--- config.mk ---
export PLATFORM = sky130hd
export DESIGN_NAME = msb_first_bit_packer_unit
export DESIGN_NICKNAME = d
export VERILOG_FILES = /design/src/sv/mbp_pkg.sv /design/src/sv/mbp_ctrl.sv /design/src/sv/mbp_dp.sv /design/src/sv/msb_first_bit_packer_unit.sv
export SDC_FILE = /design/constraint.sdc
export NUM_CORES = 1
export LEC_CHECK = 0
export BUFFER_PORTS_ARGS = -buffer_cell sky130_fd_sc_hd__buf_4
export CAP_MARGIN = 30
export CELL_PAD_IN_SITES_DETAIL_PLACEMENT = 1
export CELL_PAD_IN_SITES_GLOBAL_PLACEMENT = 2
export CORE_UTILIZATION = 41
export DETAILED_ROUTE_END_ITERATION = 10
export GPL_TIMING_DRIVEN = 0
export PLACE_DENSITY_LB_ADDON = 0.08
export REMOVE_ABC_BUFFERS = 1
export SYNTH_ARGS = -nofsm -noshare
export SYNTH_HDL_FRONTEND = slang
export SYNTH_HIERARCHICAL = 1
export SYNTH_SLANG_ARGS = --single-unit
--- constraint.sdc ---
create_clock -name i_clk -period 6.3 [get_ports i_clk]
set_input_delay 0 -clock i_clk [delete_from_list [all_inputs] [get_ports i_clk]]
set_output_delay 0 -clock i_clk [all_outputs]
set_load 0.03 [all_outputs]
--- src/sv/mbp_pkg.sv ---
`timescale 1ns / 1ps
`default_nettype none

package mbp_pkg;

    // Code and count geometry.
    localparam int CODE_W          = 32;
    localparam int MAX_CODE_BITS   = 32;
    localparam int SHIFT_W         = 2 * CODE_W;
    localparam int NBITS_W         = 6;
    localparam int REM_W           = 7;
    localparam int INDEX_W         = 24;
    localparam int CAP_W           = 24;
    localparam int COUNT_BITS      = 24;
    localparam int APB_DATA_W      = 32;
    localparam int APB_ADDR_W      = 3;

    // Register map and reset values.
    localparam logic [APB_ADDR_W-1:0] ADDR_CAPACITY  = 3'd0;
    localparam logic [CAP_W-1:0]      CAPACITY_RESET = 24'hFF_FFFF;

    // Bit position that the next appended bit fills after a byte restarts.
    localparam logic [2:0] TOP_BIT = 3'd7;

    // Item kinds.
    localparam logic KIND_APPEND = 1'b0;
    localparam logic KIND_FLUSH  = 1'b1;

    // Input word.
    typedef struct packed {
        logic               kind;
        logic [CODE_W-1:0]  code_value;
        logic [NBITS_W-1:0] bit_count;
    } t_in_word;

    // Result word.
    typedef struct packed {
        logic [7:0]         out_byte;
        logic [INDEX_W-1:0] byte_index;
        logic               within_capacity;
        logic               last;
    } t_out_word;

    // Commands from the controller to the datapath.
    typedef struct packed {
        logic load;
        logic step;
        logic flush;
    } t_dp_cmd;

    // Status from the datapath to the controller.
    typedef struct packed {
        logic out_free;
        logic rem_zero;
        logic rem_after_zero;
    } t_dp_status;

    typedef enum logic [1:0] {
        ST_IDLE,
        ST_WORK,
        ST_FLUSH
    } t_state;

endpackage

`default_nettype wire

--- src/sv/mbp_ctrl.sv ---
`timescale 1ns / 1ps
`default_nettype none

module mbp_ctrl (
    input  wire logic                i_clk,
    input  wire logic                i_rst_n,
    input  wire logic                i_in_valid,
    input  wire logic                i_in_kind,
    input  wire mbp_pkg::t_dp_status i_status,
    output mbp_pkg::t_dp_cmd         o_cmd,
    output logic                     o_in_stall
);

    mbp_pkg::t_state r_state;
    mbp_pkg::t_state n_state;

    // State register.
    always_ff @(posedge i_clk) begin
        if (!i_rst_n) begin
            r_state <= mbp_pkg::ST_IDLE;
        end else begin
            r_state <= n_state;
        end
    end

    // Next state and datapath commands.
    always_comb begin
        n_state    = r_state;
        o_cmd      = '0;
        o_in_stall = 1'b1;
        case (r_state)
            mbp_pkg::ST_IDLE: begin
                o_in_stall = 1'b0;
                if (i_in_valid) begin
                    o_cmd.load = 1'b1;
                    if (i_in_kind == mbp_pkg::KIND_FLUSH) begin
                        n_state = mbp_pkg::ST_FLUSH;
                    end else begin
                        n_state = mbp_pkg::ST_WORK;
                    end
                end
            end
            mbp_pkg::ST_WORK: begin
                if (i_status.rem_zero) begin
                    n_state = mbp_pkg::ST_IDLE;
                end else if (i_status.out_free) begin
                    o_cmd.step = 1'b1;
                    if (i_status.rem_after_zero) begin
                        n_state = mbp_pkg::ST_IDLE;
                    end
                end
            end
            mbp_pkg::ST_FLUSH: begin
                if (i_status.out_free) begin
                    o_cmd.flush = 1'b1;
                    n_state     = mbp_pkg::ST_IDLE;
                end
            end
            default: begin
                n_state = mbp_pkg::ST_IDLE;
            end
        endcase
    end

    // Only one command is issued in a cycle.
    assert property (@(posedge i_clk) disable iff (!i_rst_n)
        $onehot0({o_cmd.load, o_cmd.step, o_cmd.flush}))
        else $error("more than one datapath command at once");

    // A step or flush is never issued while the result register cannot take a word.
    assert property (@(posedge i_clk) disable iff (!i_rst_n)
        (o_cmd.step || o_cmd.flush) |-> i_status.out_free)
        else $error("datapath command issued while result register is blocked");

    // Input is only taken in the idle state.
    assert property (@(posedge i_clk) disable iff (!i_rst_n)
        o_cmd.load |=> (r_state != mbp_pkg::ST_IDLE))
        else $error("controller stayed idle after taking a word");

endmodule

`default_nettype wire

--- src/sv/mbp_dp.sv ---
`timescale 1ns / 1ps
`default_nettype none

module mbp_dp #(
    parameter int COUNT_BITS = mbp_pkg::COUNT_BITS
) (
    input  wire logic                           i_clk,
    input  wire logic                           i_rst_n,
    input  wire mbp_pkg::t_dp_cmd               i_cmd,
    input  wire mbp_pkg::t_in_word              i_in_word,
    input  wire logic [mbp_pkg::CAP_W-1:0]      i_capacity,
    input  wire logic                           i_out_stall,
    output mbp_pkg::t_dp_status                 o_status,
    output logic                                o_out_valid,
    output mbp_pkg::t_out_word                  o_out_word
);

    localparam int CMP_W = (COUNT_BITS > mbp_pkg::CAP_W) ? COUNT_BITS : mbp_pkg::CAP_W;

    logic [mbp_pkg::SHIFT_W-1:0] r_shreg;
    logic [mbp_pkg::REM_W-1:0]   r_rem;
    logic [7:0]                  r_partial;
    logic [2:0]                  r_pos;
    logic [COUNT_BITS-1:0]       r_cnt;
    logic                        r_out_valid;
    mbp_pkg::t_out_word          r_out;

    logic [mbp_pkg::REM_W-1:0]   w_n;
    logic [mbp_pkg::REM_W-1:0]   w_cnt_ext;
    logic [3:0]                  w_free;
    logic [3:0]                  w_k;
    logic [7:0]                  w_bits;
    logic [7:0]                  w_partial_new;
    logic                        w_full;
    logic [mbp_pkg::REM_W-1:0]   w_rem_after;
    logic                        w_emit;
    logic [7:0]                  w_emit_byte;
    logic                        w_emit_last;
    logic                        w_out_free;

    // Clamp the requested bit count to the largest code length.
    always_comb begin
        w_cnt_ext = {1'b0, i_in_word.bit_count};
        if (w_cnt_ext > mbp_pkg::REM_W'(mbp_pkg::MAX_CODE_BITS)) begin
            w_n = mbp_pkg::REM_W'(mbp_pkg::MAX_CODE_BITS);
        end else begin
            w_n = w_cnt_ext;
        end
    end

    // One step places as many of the remaining bits as fit in the current byte, at most eight.
    always_comb begin
        w_free        = {1'b0, r_pos} + 4'd1;
        w_k           = (r_rem < mbp_pkg::REM_W'(w_free)) ? r_rem[3:0] : w_free;
        w_bits        = r_shreg[mbp_pkg::SHIFT_W-1 -: 8] >> (4'd8 - w_k);
        w_partial_new = r_partial | (w_bits << (w_free - w_k));
        w_full        = (w_k == w_free);
        w_rem_after   = r_rem - mbp_pkg::REM_W'(w_k);
    end

    // A byte leaves on a step that fills it, or on a flush of a partial byte.
    always_comb begin
        w_emit      = 1'b0;
        w_emit_byte = w_partial_new;
        w_emit_last = 1'b0;
        if (i_cmd.step && w_full) begin
            w_emit      = 1'b1;
            w_emit_last = (w_rem_after < mbp_pkg::REM_W'(8));
        end else if (i_cmd.flush && (r_pos != mbp_pkg::TOP_BIT)) begin
            w_emit      = 1'b1;
            w_emit_byte = r_partial;
            w_emit_last = 1'b1;
        end
    end

    assign w_out_free = !r_out_valid || !i_out_stall;

    // Code shift register and remaining bit count.
    always_ff @(posedge i_clk) begin
        if (!i_rst_n) begin
            r_rem <= '0;
        end else if (i_cmd.load) begin
            r_rem <= (i_in_word.kind == mbp_pkg::KIND_APPEND) ? w_n : '0;
        end else if (i_cmd.step) begin
            r_rem <= w_rem_after;
        end
    end

    always_ff @(posedge i_clk) begin
        if (i_cmd.load) begin
            r_shreg <= {{(mbp_pkg::SHIFT_W - mbp_pkg::CODE_W){1'b0}}, i_in_word.code_value}
                       << (mbp_pkg::REM_W'(mbp_pkg::SHIFT_W) - w_n);
        end else if (i_cmd.step) begin
            r_shreg <= r_shreg << w_k;
        end
    end

    // Partial byte and fill position.
    always_ff @(posedge i_clk) begin
        if (!i_rst_n) begin
            r_partial <= '0;
            r_pos     <= mbp_pkg::TOP_BIT;
        end else if (w_emit) begin
            r_partial <= '0;
            r_pos     <= mbp_pkg::TOP_BIT;
        end else if (i_cmd.step) begin
            r_partial <= w_partial_new;
            r_pos     <= r_pos - w_k[2:0];
        end
    end

    // Running byte counter, saturating at its maximum.
    always_ff @(posedge i_clk) begin
        if (!i_rst_n) begin
            r_cnt <= '0;
        end else if (w_emit && (r_cnt != {COUNT_BITS{1'b1}})) begin
            r_cnt <= r_cnt + COUNT_BITS'(1);
        end
    end

    // Result register.
    always_ff @(posedge i_clk) begin
        if (!i_rst_n) begin
            r_out_valid <= 1'b0;
        end else if (w_emit) begin
            r_out_valid <= 1'b1;
        end else if (!i_out_stall) begin
            r_out_valid <= 1'b0;
        end
    end

    always_ff @(posedge i_clk) begin
        if (w_emit) begin
            r_out.out_byte        <= w_emit_byte;
            r_out.byte_index      <= mbp_pkg::INDEX_W'(r_cnt);
            r_out.within_capacity <= (CMP_W'(r_cnt) < CMP_W'(i_capacity));
            r_out.last            <= w_emit_last;
        end
    end

    assign o_out_valid             = r_out_valid;
    assign o_out_word              = r_out;
    assign o_status.out_free       = w_out_free;
    assign o_status.rem_zero       = (r_rem == '0);
    assign o_status.rem_after_zero = (w_rem_after == '0);

    // A word never overwrites a stalled result.
    assert property (@(posedge i_clk) disable iff (!i_rst_n)
        (r_out_valid && i_out_stall) |-> !w_emit)
        else $error("result overwritten while stalled");

    // Every emitted byte restarts the partial byte.
    assert property (@(posedge i_clk) disable iff (!i_rst_n)
        w_emit |=> (r_pos == mbp_pkg::TOP_BIT) && (r_partial == '0))
        else $error("partial byte not restarted after emit");

    // Remaining bits only grow on a load.
    assert property (@(posedge i_clk) disable iff (!i_rst_n)
        !i_cmd.load |=> (r_rem <= $past(r_rem)))
        else $error("remaining bit count grew without a load");

    // The byte counter never moves backward.
    assert property (@(posedge i_clk) disable iff (!i_rst_n)
        1'b1 |=> (r_cnt >= $past(r_cnt)))
        else $error("byte counter decreased");

endmodule

`default_nettype wire

--- src/sv/msb_first_bit_packer_unit.sv ---
`timescale 1ns / 1ps
`default_nettype none

// An input word is taken in an idle cycle; each following work cycle places up to
// eight bits, stopping at a byte boundary, while the result register can take a byte.
// A flush is done once the result register is free; the next word is taken the cycle
// after the last step or flush, so no new word is taken until the last one is finished.
// Each byte enters the result register on its step and shows there the cycle after.
// Synchronous active-low reset clears the packer, the counter and sets capacity to max.
module msb_first_bit_packer_unit #(
    parameter int COUNT_BITS = mbp_pkg::COUNT_BITS
) (
    input  wire logic                                i_clk,
    input  wire logic                                i_rst_n,
    input  wire logic                                i_in_valid,
    output logic                                     o_in_stall,
    input  wire mbp_pkg::t_in_word                   i_in_word,
    output logic                                     o_out_valid,
    input  wire logic                                i_out_stall,
    output mbp_pkg::t_out_word                       o_out_word,
    input  wire logic                                psel,
    input  wire logic                                penable,
    input  wire logic                                pwrite,
    input  wire logic [mbp_pkg::APB_ADDR_W-1:0]      paddr,
    input  wire logic [mbp_pkg::APB_DATA_W-1:0]      pwdata,
    output logic [mbp_pkg::APB_DATA_W-1:0]           prdata,
    output logic                                     pready
);

    logic [mbp_pkg::CAP_W-1:0] r_capacity;
    mbp_pkg::t_dp_cmd          w_cmd;
    mbp_pkg::t_dp_status       w_status;

    // Capacity register write.
    always_ff @(posedge i_clk) begin
        if (!i_rst_n) begin
            r_capacity <= mbp_pkg::CAPACITY_RESET;
        end else if (psel && penable && pwrite && (paddr == mbp_pkg::ADDR_CAPACITY)) begin
            r_capacity <= pwdata[mbp_pkg::CAP_W-1:0];
        end
    end

    // Register readback.
    always_comb begin
        if (paddr == mbp_pkg::ADDR_CAPACITY) begin
            prdata = mbp_pkg::APB_DATA_W'(r_capacity);
        end else begin
            prdata = '0;
        end
    end

    assign pready = 1'b1;

    mbp_ctrl u_ctrl (
        .i_clk      (i_clk),
        .i_rst_n    (i_rst_n),
        .i_in_valid (i_in_valid),
        .i_in_kind  (i_in_word.kind),
        .i_status   (w_status),
        .o_cmd      (w_cmd),
        .o_in_stall (o_in_stall)
    );

    mbp_dp #(
        .COUNT_BITS (COUNT_BITS)
    ) u_dp (
        .i_clk       (i_clk),
        .i_rst_n     (i_rst_n),
        .i_cmd       (w_cmd),
        .i_in_word   (i_in_word),
        .i_capacity  (r_capacity),
        .i_out_stall (i_out_stall),
        .o_status    (w_status),
        .o_out_valid (o_out_valid),
        .o_out_word  (o_out_word)
    );

endmodule

`default_nettype wire

# ---- Word-level counts from Yosys, hierarchy flattened
# Index checks and enable logic that the tools add are counted.
dict set report word_totals {
  inputBits 81
  out_inout_bits 69
  elab_cells 84
  reg_bits 167
}
dict set report classes {
  eq_ne 10
  shift 4
  order_cmp 4
  bitwise_logic 2
  muxes 29
  reduce_logical 16
  add_sub_neg 7
}
# operator n
set op_table {}
lappend op_table {{64-bit two-way mux} 2}
lappend op_table {{32-bit by 7-bit << shifter with 64-bit output} 1}
lappend op_table {{64-bit by 4-bit << shifter with 64-bit output} 1}
lappend op_table {{24-bit by 1-bit adder with 24-bit output, second input constant} 1}
lappend op_table {{24-bit < comparator} 1}
lappend op_table {{24-bit two-way mux} 1}
lappend op_table {{24-bit inequality test, second input constant} 1}
lappend op_table {{8-bit two-way mux} 2}
lappend op_table {{7-bit logical NOT} 2}
lappend op_table {{7-bit two-way mux} 2}
lappend op_table {{1-bit two-way mux} 12}
lappend op_table {{2-bit two-way mux} 6}
lappend op_table {{6-bit two-way mux} 2}
lappend op_table {{8-bit OR} 1}
lappend op_table {{8-bit by 4-bit << shifter with 8-bit output} 1}
lappend op_table {{8-bit by 4-bit >> shifter with 8-bit output} 1}
lappend op_table {{7-bit by 4-bit < comparator with 1-bit output} 1}
lappend op_table {{7-bit by 4-bit < comparator with 1-bit output, second input constant} 1}
lappend op_table {{7-bit by 4-bit subtractor with 7-bit output} 1}
lappend op_table {{7-bit by 6-bit subtractor with 7-bit output, first input constant} 1}
lappend op_table {{6-bit greater-than comparator, second input constant} 1}
lappend op_table {{1-bit logical AND} 6}
lappend op_table {{3-bit by 1-bit inequality test with 1-bit output, second input constant} 2}
lappend op_table {{2-bit one-hot mux with 3 select lines} 1}
lappend op_table {{19 further kinds} 21}

# ---- Longest topological paths before layout
# Gate-level depths: netlist of run 1.
dict set report logic_depth {
  depth_word 9
  mapped_depth 21
  mapped_depth_nobuf 19
}

# ---- Modules after synthesis
# Netlist of run 1, hierarchy kept.
# mod cells_per_inst seq_area_each_um2 area_per_inst_um2 n_inst
set modules_own_cells {}
lappend modules_own_cells {mbp_dp 1272 3803.6 11996.5 1}
lappend modules_own_cells {msb_first_bit_packer_unit 147 480.5 1232.4 1}
lappend modules_own_cells {mbp_ctrl 15 40.0 133.9 1}

# ---- Worst setup path before layout of run 1
# OpenSTA, ideal clock, no wires.
dict set report synth_path {
  path_type {reg-to-reg}
  from {register u_dp.r_pos[0]}
  to {register u_ctrl.r_state[0]}
  path_stages_with_launch 22
  setup_ns 0.117
  arrival_time_ns 4.103
  path_slack_ns 2.079
  synth_period_minus_slack_ns 4.221
  path_cell_list {dfxtp_1 -> ha_1 -> ha_1 -> clkbuf_1 -> nor2b_1 -> o211ai_1 -> and3_1 -> clkbuf_1 -> nor2_2 -> inv_2 -> buf_2 -> ha_1 -> inv_1 -> ha_1 -> o32ai_1 -> nor2_1 -> o221ai_1 -> xor2_1 -> nor4_1 -> and4b_1 -> nand2_1 -> a32o_1}
}
# element line_no
set synth_rtl {}
lappend synth_rtl {{start: declaration} mbp_dp.sv:23} ;# logic [2:0] r_pos;
lappend synth_rtl {{start signal: assignment} mbp_dp.sv:102} ;# r_pos <= mbp_pkg::TOP_BIT;
lappend synth_rtl {{start signal: assignment} mbp_dp.sv:105} ;# r_pos <= mbp_pkg::TOP_BIT;
lappend synth_rtl {{start signal: assignment} mbp_dp.sv:108} ;# r_pos <= r_pos - w_k[2:0];
lappend synth_rtl {{end signal: assignment} mbp_ctrl.sv:20} ;# r_state <= mbp_pkg::ST_IDLE;
lappend synth_rtl {{end signal: assignment} mbp_ctrl.sv:22} ;# r_state <= n_state;
lappend synth_rtl {{end: declaration} mbp_ctrl.sv:14} ;# mbp_pkg::t_state r_state;

# ---- Worst setup path after layout of run 1
dict set report layout_path {
  from {register u_dp.r_pos[0]}
  to {register u_dp.r_cnt[22]}
}
dict set report layout_via {
  elab_chain_cells 7
  word_cells_on_any_way 10
  classes_between {add/sub: 1; order compare: 1; eq/ne: 2; mux: 3; reduce/logical: 3}
}
# element line_no
set layout_lines {}
lappend layout_lines {{3-bit by 1-bit adder with 4-bit output} mbp_dp.sv:53} ;# w_free = {1'b0, r_pos} + 4'd1;
lappend layout_lines {{7-bit by 4-bit < comparator with 1-bit output} mbp_dp.sv:54} ;# w_k = (r_rem < mbp_pkg::REM_W'(w_free)) ? r_rem[3:0] : w_free;
lappend layout_lines {{4-bit two-way mux} mbp_dp.sv:54}
lappend layout_lines {{4-bit equality test} mbp_dp.sv:57} ;# w_full = (w_k == w_free);
lappend layout_lines {{1-bit logical AND} mbp_dp.sv:66} ;# if (i_cmd.step && w_full) begin
lappend layout_lines {{1-bit two-way mux (*)} mbp_dp.sv:66}
lappend layout_lines {{1-bit logical AND (*)} mbp_dp.sv:116} ;# end else if (w_emit && (r_cnt != {COUNT_BITS{1'b1}})) begin
lappend layout_lines {{end signal: assignment} mbp_dp.sv:117} ;# r_cnt <= r_cnt + COUNT_BITS'(1);
lappend layout_lines {{end: declaration} mbp_dp.sv:24} ;# logic [COUNT_BITS-1:0] r_cnt;
# Every way passes the cells marked *; elsewhere a longest branch is shown, timed or not.
# A chain may end at the register's enable or synchronous reset.

==> impl_metrics.ini, run 1 <==
[floorplan]
coreArea_um2 = 31800
die_w_um = 182.5
initial_core_util = 0.4202
io_pins = 150
die_area_um2 = 33320
std_cell_rows = 65
die_y_um = 182.5

[drt]
drtIter0Drc = 931
totalWireLength_um = 41350
drc = 0
ant_nets = 0
wire_per_inst_um = 20.77
dr.pass1.iters = 5
via_per_inst = 5.818
vias = 11580

[grt]
grt_usage = 0.2509
grt_pass1_wl_um = 66310
grt_overflow = 0
grt_pass1_vias = 11910
antenna_found_initial = 4
grt_max_degree = 62

[power_and_ir_drop]
total_power_mw = 4.088
max-vdd-ir-drop_mv = 0.2041
leakagePower_nw = 6.417
powerDensity_nw_per_um2 = 257.7

[timing]
setup_tns_ns = 0
max_freq_mhz = 181.5
finalHoldViolCount = 0
rsz0062_at_grt = false
setup_viol = 0
post-route-period-util = 0.8745
slew-limit-headroom = 0.3382
setup_ws_ns = 0.7908
clock_skew_ns = 0.01213
slew_violations = 0
period_minus_slack_ns = 5.509
tightest_slew_ns = 0.9904

[clocking]
cts_tree = yes
cts_buffers = 17
clk_pin_slew_worst_paths_ns = 0.07
cts-root-buf = clkbuf_16
htree_levels = 4
clock_latency_ns = 0.44
post_cts_buffers = 0
clock-sinks = 167
cts.path.max_buffers = 2

[placed_design]
pre_cts_slack_ns = 0.4213
gp_congestion = 0.8675
dpl.hpwl_um = 30770
place_area_um2 = 14860
numPortBuffers = 132

[critical_path]
critPathMaxStageDelay_ns = 0.71
crit_slowest_cell = nor3_1
worstSetupEndpointType = register
cp-start-kind = register
cp_top_family = simple AND/OR/NAND/NOR gates
crit_buf_inv = 2
required_ns = 6.64
critical_path.max_fanout = 26
critical_path_class = reg -> reg
cp.arrival_ns = 5.84
path_cells = and3_1 -> inv_1 -> ha_1 -> nor4_4 -> a21oi_1 -> a31o_2 -> nor2_4 -> inv_4 -> ha_1 -> nor2b_1 -> a21oi_1 -> a31o_2 -> nor3_1 -> nand3_1 -> xnor2_1 -> and2_1

[synth]
syn_area_um2 = 13360
synth_seq_cells = 167
synth_cells = 1434
async_flop_share = 0
ys.flop_type = edfxtp_1
synth.avg_cell_area_um2 = 9.319
yosysWarnings = 6
synth_edf_count = 98
ys_types = 81
ys_seq_area_frac = 0.3236

[cells_and_area]
drive_gt1_frac = 0.1830
postLayoutCellArea_um2 = 15860
fin_nets = 1655
area.growth.synth_to_final_pct = 18.72

[status]
status = finished, final reports clean

[worst_hold_path]
hp-class = in -> reg

[run]
cap_viol_max_count = 0
## area by class of cell
class | instances | area (um2)
Fill cell | 3603 | 15940
Multi-Input combinational cell | 1098 | 8362
Sequential cell | 167 | 4324
Timing Repair Buffer | 190 | 1782
Tap cell | 435 | 544.3
Clock buffer | 20 | 467.9
Inverter | 65 | 246.5
Clock inverter | 12 | 127.6
Antenna cell | 4 | 10.01
## layer usage
| layer | track usage | wire (um) | vias to the layer above |
|---|---|---|---|
| li1 | - | - | 5581 |
| met1 | 0.3386 | 19240 | 5672 |
| met2 | 0.4124 | 19310 | 285 |
| met3 | 0.04849 | 2227 | 45 |
| met4 | 0.05748 | 580 | 0 |
| met5 | 0 | 0 | - |
## kinds of logic after synthesis
logic type	share of synthesized area
buffers and inverters	0.05730
adder cells (fa/ha/maj)	0.03352
AND/OR/NAND/NOR	0.1448
XOR/XNOR	0.02228
AO/OA/AOI/OAI	0.1654
flip-flops	0.3236
multiplexers	0.2526
other	0.0005620
## sequential cells by signal, summed over array words and instances, names as in the netlist
signal,flops
u_ctrl/r_state,2
u_dp/o_out_word,34
u_dp/o_out_valid,1
u_dp/r_rem,7
u_dp/r_partial,8
r_capacity,24
u_dp/r_shreg,64
u_dp/r_pos,3
u_dp/r_cnt,24
## final timing paths
| check | start | end | slack [ns] | cells after the start |
|---|---|---|---|---|
| worst max-delay path | u_dp/r_pos[0]$_SDFFE_PP1P_ | u_dp/r_cnt[22]$_SDFFE_PN0P_ | 0.79 | 16 |
| worst min-delay path | i_rst_n | r_capacity[5]$_SDFFE_PN1P_ | 0.02 | 2 |
| worst max register to register | u_dp/r_pos[0]$_SDFFE_PP1P_ | u_dp/r_cnt[22]$_SDFFE_PN0P_ | 0.79 | 16 |
| worst min register to register | u_dp/r_partial[1]$_SDFFE_PP0P_ | u_dp/r_partial[1]$_SDFFE_PP0P_ | 0.46 | 2 |
## through the flow
| step | hold slack, ns | instances | utilization |
|---|---|---|---|
| floorplan | 0.07836 | 1330 | - |
| global placement | 0.2899 | 1897 | 0.4529 |
| detailed placement | 0.2974 | 1916 | 0.4674 |
| CTS | 0.01723 | 1987 | 0.4984 |
| global route | 0.04349 | 1991 | 0.4989 |
| finish | 0.02048 | 1991 | 0.4989 |
## synth_stat cells (7+ instances only)
| cell type | number | area [um2] |
|---|---|---|
| mux2i_1 | 245 | 2452 |
| edfxtp_1 | 98 | 2943 |
| nand2_1 | 81 | 304.0 |
| nor2_1 | 72 | 270.3 |
| dfxtp_1 | 69 | 1381 |
| o21ai_0 | 65 | 325.3 |
| inv_1 | 64 | 240.2 |
| a21oi_1 | 62 | 310.3 |
| clkbuf_1 | 62 | 232.7 |
| and2_1 | 57 | 356.6 |
| mux2_2 | 54 | 608.1 |
| o22ai_1 | 45 | 281.5 |
| nand3_1 | 39 | 195.2 |
| ha_1 | 35 | 437.9 |
| nor3_1 | 29 | 145.1 |
| xnor2_1 | 28 | 245.2 |
| nor2b_1 | 19 | 118.9 |
| a21o_1 | 18 | 135.1 |
| and3_1 | 17 | 106.4 |
| buf_1 | 17 | 63.81 |
| a31oi_1 | 16 | 100.1 |
| buf_2 | 16 | 80.08 |
| a211oi_1 | 15 | 112.6 |
| mux4_2 | 14 | 315.3 |
| o211ai_1 | 14 | 105.1 |
| a22oi_1 | 13 | 97.59 |
| buf_4 | 11 | 82.58 |
| nand4_1 | 11 | 68.82 |
| o311ai_1 | 10 | 87.58 |
| nand2b_1 | 9 | 56.30 |
| o311ai_0 | 9 | 78.83 |
| a32oi_1 | 7 | 61.31 |
## power by group
group | total, mW | switching (mW) | internal [mW]
sequential | 1.38 | 0.0738 | 1.31
combinational | 1.62 | 0.955 | 0.665
clock | 1.08 | 0.491 | 0.593
## cell usage in the layout (no fill, tap or decap), drive strengths merged, types with 18 or more instances in the layout
master,n
o311ai,19
o21ai,67
and2,58
nor2,73
edfxtp,98
dlygate4sd3,39
nand3,39
mux2i,245
xnor2,28
nor2b,19
a21o,18
nand2,83
nor3,30
buf,151
o22ai,45
mux2,54
dfxtp,69
a21oi,62
inv,73
ha,35
clkbuf,20
## repair_timing
action | in CTS | in global routing
hold buffers | 39 | 0
gates resized for setup | 0 | 1
hold endpoints to repair | 33 | 0
setup endpoints to repair | 0 | 6
Note: power is estimated with default switching activity, not from simulation.
==> run 2, diff against run 1 <==
- GPL_TIMING_DRIVEN: 0 -> unset
==> impl_metrics.ini, run 2 (same netlist as run 1, synthesis figures left out) <==
[status]
status = finished, final reports clean

[critical_path]
cp-start-kind = register
critical_path_class = reg -> reg
r2r_setup_slack_ns = 1.63
critical_path.max_fanout = 14
worstSetupEndpointType = register
path_cells = and3_1 -> inv_1 -> ha_1 -> nor4_4 -> a21oi_1 -> a31o_2 -> nor2_2 -> inv_2 -> ha_1 -> nor2b_1 -> a21oi_1 -> a31o_2 -> nor3_1 -> nand3_1 -> xnor2_1 -> and2_1
cp.arrival_ns = 5.00
timing.critical_path.from = u_dp/r_pos[0]$_SDFFE_PP1P_
crit_slowest_cell = nor3_1
cp-endpoint = u_dp/r_cnt[16]$_SDFFE_PN0P_
r2r-end = u_dp/r_cnt[16]$_SDFFE_PN0P_
required_ns = 6.63
rr_worst_depth = 16
critPathMaxStageDelay_ns = 0.65
reg2reg_from = u_dp/r_pos[0]$_SDFFE_PP1P_

[timing]
finalHoldViolCount = 0
hold-worst-slack_ns = 0.02683
tightest_slew_ns = 0.9994
period_minus_slack_ns = 4.671
slew_violations = 0
max_freq_mhz = 214.1
rsz0062_at_grt = false
setup_viol = 0
clock_skew_ns = 0.01218
slew-limit-headroom = 0.3306
post-route-period-util = 0.7414

[drt]
dr.pass1.iters = 5
drc = 0
ant_nets = 0
vias = 11600
drtIter0Drc = 730
via_per_inst = 5.834
totalWireLength_um = 40750
wire_per_inst_um = 20.50

[power_and_ir_drop]
powerDensity_nw_per_um2 = 258.3
max-vdd-ir-drop_mv = 0.2064
sw_frac_of_total = 0.3769
p_comb_frac = 0.389
p_int_mw = 2.509
power_frac_clock = 0.268
leakagePower_nw = 6.323
switchingPower_mw = 1.518
pwr-share-seq = 0.343

[cells_and_area]
mostFrequentLayoutCell = mux2i_1
drive_gt1_frac = 0.1817
most-common-layout-cells = mux2i_1, buf_4, edfxtp_1, nand2_1, nor2_1
largest_reg_flops = 64
fin_nets = 1655
area.growth.synth_to_final_pct = 16.69
utilization = 0.4904
top_register = u_dp/r_shreg
final-instance-count-excl-fill = 1988

[placed_design]
gp_congestion = 0.9015
dpl.hpwl_um = 30580
place_inst = 1916
numPortBuffers = 132

[floorplan]
coreArea_um2 = 31800
die_w_um = 182.5
initial_core_util = 0.4202
die_area_um2 = 33320
io_pins = 150
std_cell_rows = 65
die_y_um = 182.5

[grt]
grt_pass1_vias = 12000
grt_usage = 0.2482
grt_max_degree = 63
grt_overflow = 0
grt_pass1_wl_um = 65760
antenna_found_initial = 3

[clocking]
cts_tree = yes
post_cts_buffers = 0
cts-root-buf = clkbuf_16
clk_pin_slew_worst_paths_ns = 0.08
post_cts_resized = 0
cts.path.max_buffers = 2
ctsHoldBuffers = 39
htree_levels = 4
cts_buffers = 17
clock_latency_ns = 0.44
clock-sinks = 167

[worst_hold_path]
hp-class = in -> reg

[run]
cap_viol_max_count = 0
==> run 2: changes by cell type in the layout (fill, tap and decap cells not counted), moves of 2 or more <==
| cell | before | now |
|---|---|---|
| buf_4 | 132 | 150 |
| buf_16 | 8 | 1 |
| clkinv_4 | 2 | 0 |
| buf_8 | 5 | 0 |
| diode_2 | 4 | 1 |
| inv_8 | 2 | 4 |
| buf_12 | 5 | 0 |
==> run 2: critical path, delay by kind of cell (launching register included) <==
family,cells,cell delay (ns)
simple gates,7,2.01
compound gates,4,0.98
fa+ha+maj,2,0.74
flops,1,0.47
buf+inv,2,0.21
xor+xnor,1,0.16
==> run 2: routing by layer <==
layer  track usage  share of wire  up-vias
met5             0        0.00056        -
met4       0.06151          0.015        4
met3       0.05129          0.054       43
met2        0.4049           0.47      279
met1        0.3337           0.46     5702
li1              -              -     5570
==> run 2: cell type report <==
type | count | area, um2
inverter | 65 | 244.0
tap | 435 | 544.3
timing repair buffer | 190 | 1544
sequential | 167 | 4324
clock inverter | 14 | 153.9
multi-input combinational | 1098 | 8352
fill | 3560 | 16210
clock buffer | 18 | 429.2
antenna | 1 | 2.502
==> run 2: power by group through the flow <==
stage / clock, mW / combinational [mW] / sequential (mW)
2_1_floorplan: 0 / 1.08 / 1.39
3_3_place_gp: 0 / 1.51 / 1.40
3_5_place_dp: 0 / 1.53 / 1.41
4_1_cts: 1.11 / 1.56 / 1.38
5_1_grt: 1.14 / 1.69 / 1.39
6_report: 1.08 / 1.57 / 1.38
==> run 2: how the worst min path moves through the flow <==
stage,cells after the start,from,slack (ns),end
after CTS,4,i_in_word[5],0.03,u_dp/r_rem[2]$_SDFFE_PN0P_
after global placement,3,i_in_valid,0.29,u_ctrl/r_state[1]$_SDFFE_PN0P_
after global routing,2,i_rst_n,0.05,r_capacity[15]$_SDFFE_PN1P_
after detailed placement,3,pwdata[19],0.31,r_capacity[19]$_SDFFE_PN1P_
final,2,i_rst_n,0.03,r_capacity[5]$_SDFFE_PN1P_
after floorplan,1,i_rst_n,0.08,r_capacity[11]$_SDFFE_PN1P_
==> run 2: through the flow <==
stage	cell area (um2)	worst slack (ns)	setup TNS, ns	power [mW]
2_1_floorplan	12870	-0.7579	-28.24	2.472
3_3_place_gp	14590	1.657	0	2.911
3_5_place_dp	14620	1.588	0	2.941
4_1_cts	15590	1.561	0	4.049
5_1_grt	15590	1.161	0	4.228
6_report	15590	1.629	0	4.027
==> run 3, diff against run 2 <==
- ABC_AREA: unset -> 1
- CORE_UTILIZATION: 41 -> 31
- clock period: 6.3 -> 4 ns (I/O delays scaled with it)
==> impl_metrics.ini, run 3 <==
[drt]
via_per_inst = 4.994
vias = 13470
dr.pass1.iters = 5
ant_nets = 0
drtIter0Drc = 573
wire_per_inst_um = 17.81
drc = 0
totalWireLength_um = 48050

[critical_path]
cp-endpoint = u_dp/r_cnt[18]$_SDFFE_PN0P_
r2r_setup_slack_ns = 0.37
critical_path.max_fanout = 13
r2r-end = u_dp/r_cnt[18]$_SDFFE_PN0P_
reg2reg_from = u_dp/r_pos[1]$_SDFFE_PP1P_
worstSetupEndpointType = register
rr_worst_depth = 22
required_ns = 4.36
cp.arrival_ns = 4.00
cp-start-kind = register
timing.critical_path.from = u_dp/r_pos[1]$_SDFFE_PP1P_
critical_path_class = reg -> reg

[floorplan]
coreArea_um2 = 43170
die_y_um = 211.2
die_area_um2 = 44620
initial_core_util = 0.3144
io_pins = 150
die_w_um = 211.2
std_cell_rows = 76

[timing]
period_minus_slack_ns = 3.634
slew-limit-headroom = 0.3646
rsz0062_at_grt = false
tightest_slew_ns = 0.9532
clock_skew_ns = 0.009427
slew_violations = 0
setup_viol = 0
max_freq_mhz = 275.2
finalHoldViolCount = 0
post-route-period-util = 0.9085

[clocking]
clock-sinks = 167
clock_latency_ns = 0.48
htree_levels = 4
cts-root-buf = clkbuf_16
cts_tree = yes
cts_buffers = 17
clk_pin_slew_worst_paths_ns = 0.07
cts.path.max_buffers = 2

[synth]
synth_seq_cells = 167
yosysWarnings = 6
synth.avg_cell_area_um2 = 7.004
synth_top_area_cell = edfxtp_1
ys.flop_type = edfxtp_1
netlist.area_leader.share = 0.2168
async_flop_share = 0
synthTopCellsByArea = edfxtp_1, nand2_1, dfxtp_1, o21ai_0, mux2i_1
synth_cells = 1938
synth_edf_count = 98
synth_common_cells = nand2_1, o21ai_0, inv_1
syn_area_um2 = 13570
ys_seq_area_frac = 0.3186
post-synth-top-count-cell = nand2_1
ys_types = 63

[placed_design]
dpl.hpwl_um = 35950
place_area_um2 = 15000
numPortBuffers = 132
gp_congestion = 0.8415
place_inst = 2585

[run]
cap_viol_max_count = 0

[cells_and_area]
num_antenna_cells = 0
most-common-layout-cells = nand2_1, o21ai_0, inv_1, buf_4, nand3_1
fin_nets = 2216
fillers = 5467
drive_gt1_frac = 0.1500
top_register = u_dp/r_shreg
largest_reg_flops = 64
area.growth.synth_to_final_pct = 20.94
final-instance-count-excl-fill = 2698
postLayoutCellArea_um2 = 16420
mostFrequentLayoutCell = nand2_1

[grt]
grt_usage = 0.2154
grt_max_degree = 67
antenna_found_initial = 0
grt_overflow = 0
grt_pass1_vias = 13530
grt_pass1_wl_um = 75060

[status]
status = finished, final reports clean

[worst_hold_path]
hp-class = in -> reg
==> run 3: cell count changes after synthesis, sizes merged, moves of 21 or more <==
cell | before | now
and2 | 58 | 1
inv | 65 | 212
mux2 | 54 | 0
mux2i | 245 | 82
nand2 | 83 | 576
nand3 | 39 | 156
nor2 | 73 | 106
o211ai | 14 | 35
o21ai | 67 | 257
o22ai | 45 | 12
or2 | 7 | 31
xnor2 | 28 | 5
==> run 3: what timing repair did <==
| item | in CTS | in global routing |
|---|---|---|
| setup buffers | 0 | 2 |
| endpoints found under the setup margin | 0 | 7 |
| endpoints found under the hold margin | 34 | 0 |
| hold buffers | 78 | 0 |
| resized for setup | 0 | 7 |
==> run 3: worst min path at each step <==
stage / from / endpoint / cells past startpoint
2_1_floorplan: i_rst_n / r_capacity[0]$_SDFFE_PN1P_ / 1
3_3_place_gp: pwdata[11] / r_capacity[11]$_SDFFE_PN1P_ / 3
3_5_place_dp: pwdata[9] / r_capacity[9]$_SDFFE_PN1P_ / 3
4_1_cts: i_in_word[4] / u_dp/r_rem[4]$_SDFFE_PN0P_ / 5
5_1_grt: i_in_word[2] / u_dp/r_rem[2]$_SDFFE_PN0P_ / 5
6_report: i_in_word[4] / u_dp/r_rem[4]$_SDFFE_PN0P_ / 5
==> run 3: cell type report <==
cell class	count	area [um2]	share of cell area
Inverter	215	809.5	0.04931
Clock buffer	18	439.2	0.02675
Tap cell	585	732.0	0.04459
Sequential cell	167	4325	0.2635
Clock inverter	14	111.4	0.006784
Timing Repair Buffer	246	2117	0.1290
Multi-Input combinational cell	1453	7881	0.4801
==> run 3: logic make-up after synthesis <==
group	Yosys count	share of synthesized area
xor+xnor	16	0.01171
mux	82	0.06047
compound gates	384	0.1577
buf+inv	325	0.1067
flops	167	0.3186
fa+ha+maj	35	0.03226
other cells	2	0.0005533
simple gates	927	0.3120
==> run 3: per-layer routing <==
| layer | routed length (um) | global-route usage | vias up |
|---|---|---|---|
| met5 | 0 | 0 | - |
| met4 | 679 | 0.06022 | 0 |
| met3 | 1221 | 0.02676 | 34 |
| met2 | 23050 | 0.3615 | 171 |
| met1 | 23090 | 0.2889 | 6489 |
| li1 | - | - | 6780 |
==> run 3: stage by stage <==
| stage | setup slack (ns) | hold WS [ns] | setup TNS [ns] | utilization |
|---|---|---|---|---|
| floorplan | -0.4048 | 0.08468 | -11.23 | - |
| global placement | 0.3619 | 0.2402 | 0 | 0.3476 |
| detailed placement | 0.2017 | 0.2474 | 0 | 0.3476 |
| CTS | 0.1587 | 0.003496 | 0 | 0.3784 |
| global route | 0.03250 | 0.05928 | 0 | 0.3802 |
| finish | 0.3661 | 0.03136 | 0 | 0.3802 |
==> run 3: critical path: stages, from the launching register on <==
cell and delay, ns:
dfxtp_2 0.34, ha_1 0.18, ha_2 0.39, nand2_1 0.08, a21oi_2 0.19, nand2_2 0.09
nand2_4 0.12, nand2_8 0.10, nand2_2 0.12, nand2_4 0.09, ha_1 0.30, inv_1 0.09
nand3_1 0.08, inv_1 0.10, nand2_2 0.12, nand2_8 0.15, nand2_4 0.14, nor2_4 0.17
nand2_1 0.14, nor2_1 0.19, nand2_1 0.10, o21ai_0 0.15, a21oi_1 0.05
Power of run 3 is not shown: default switching activity piles up to over one toggle a cycle in this logic, so the estimate is an artifact.
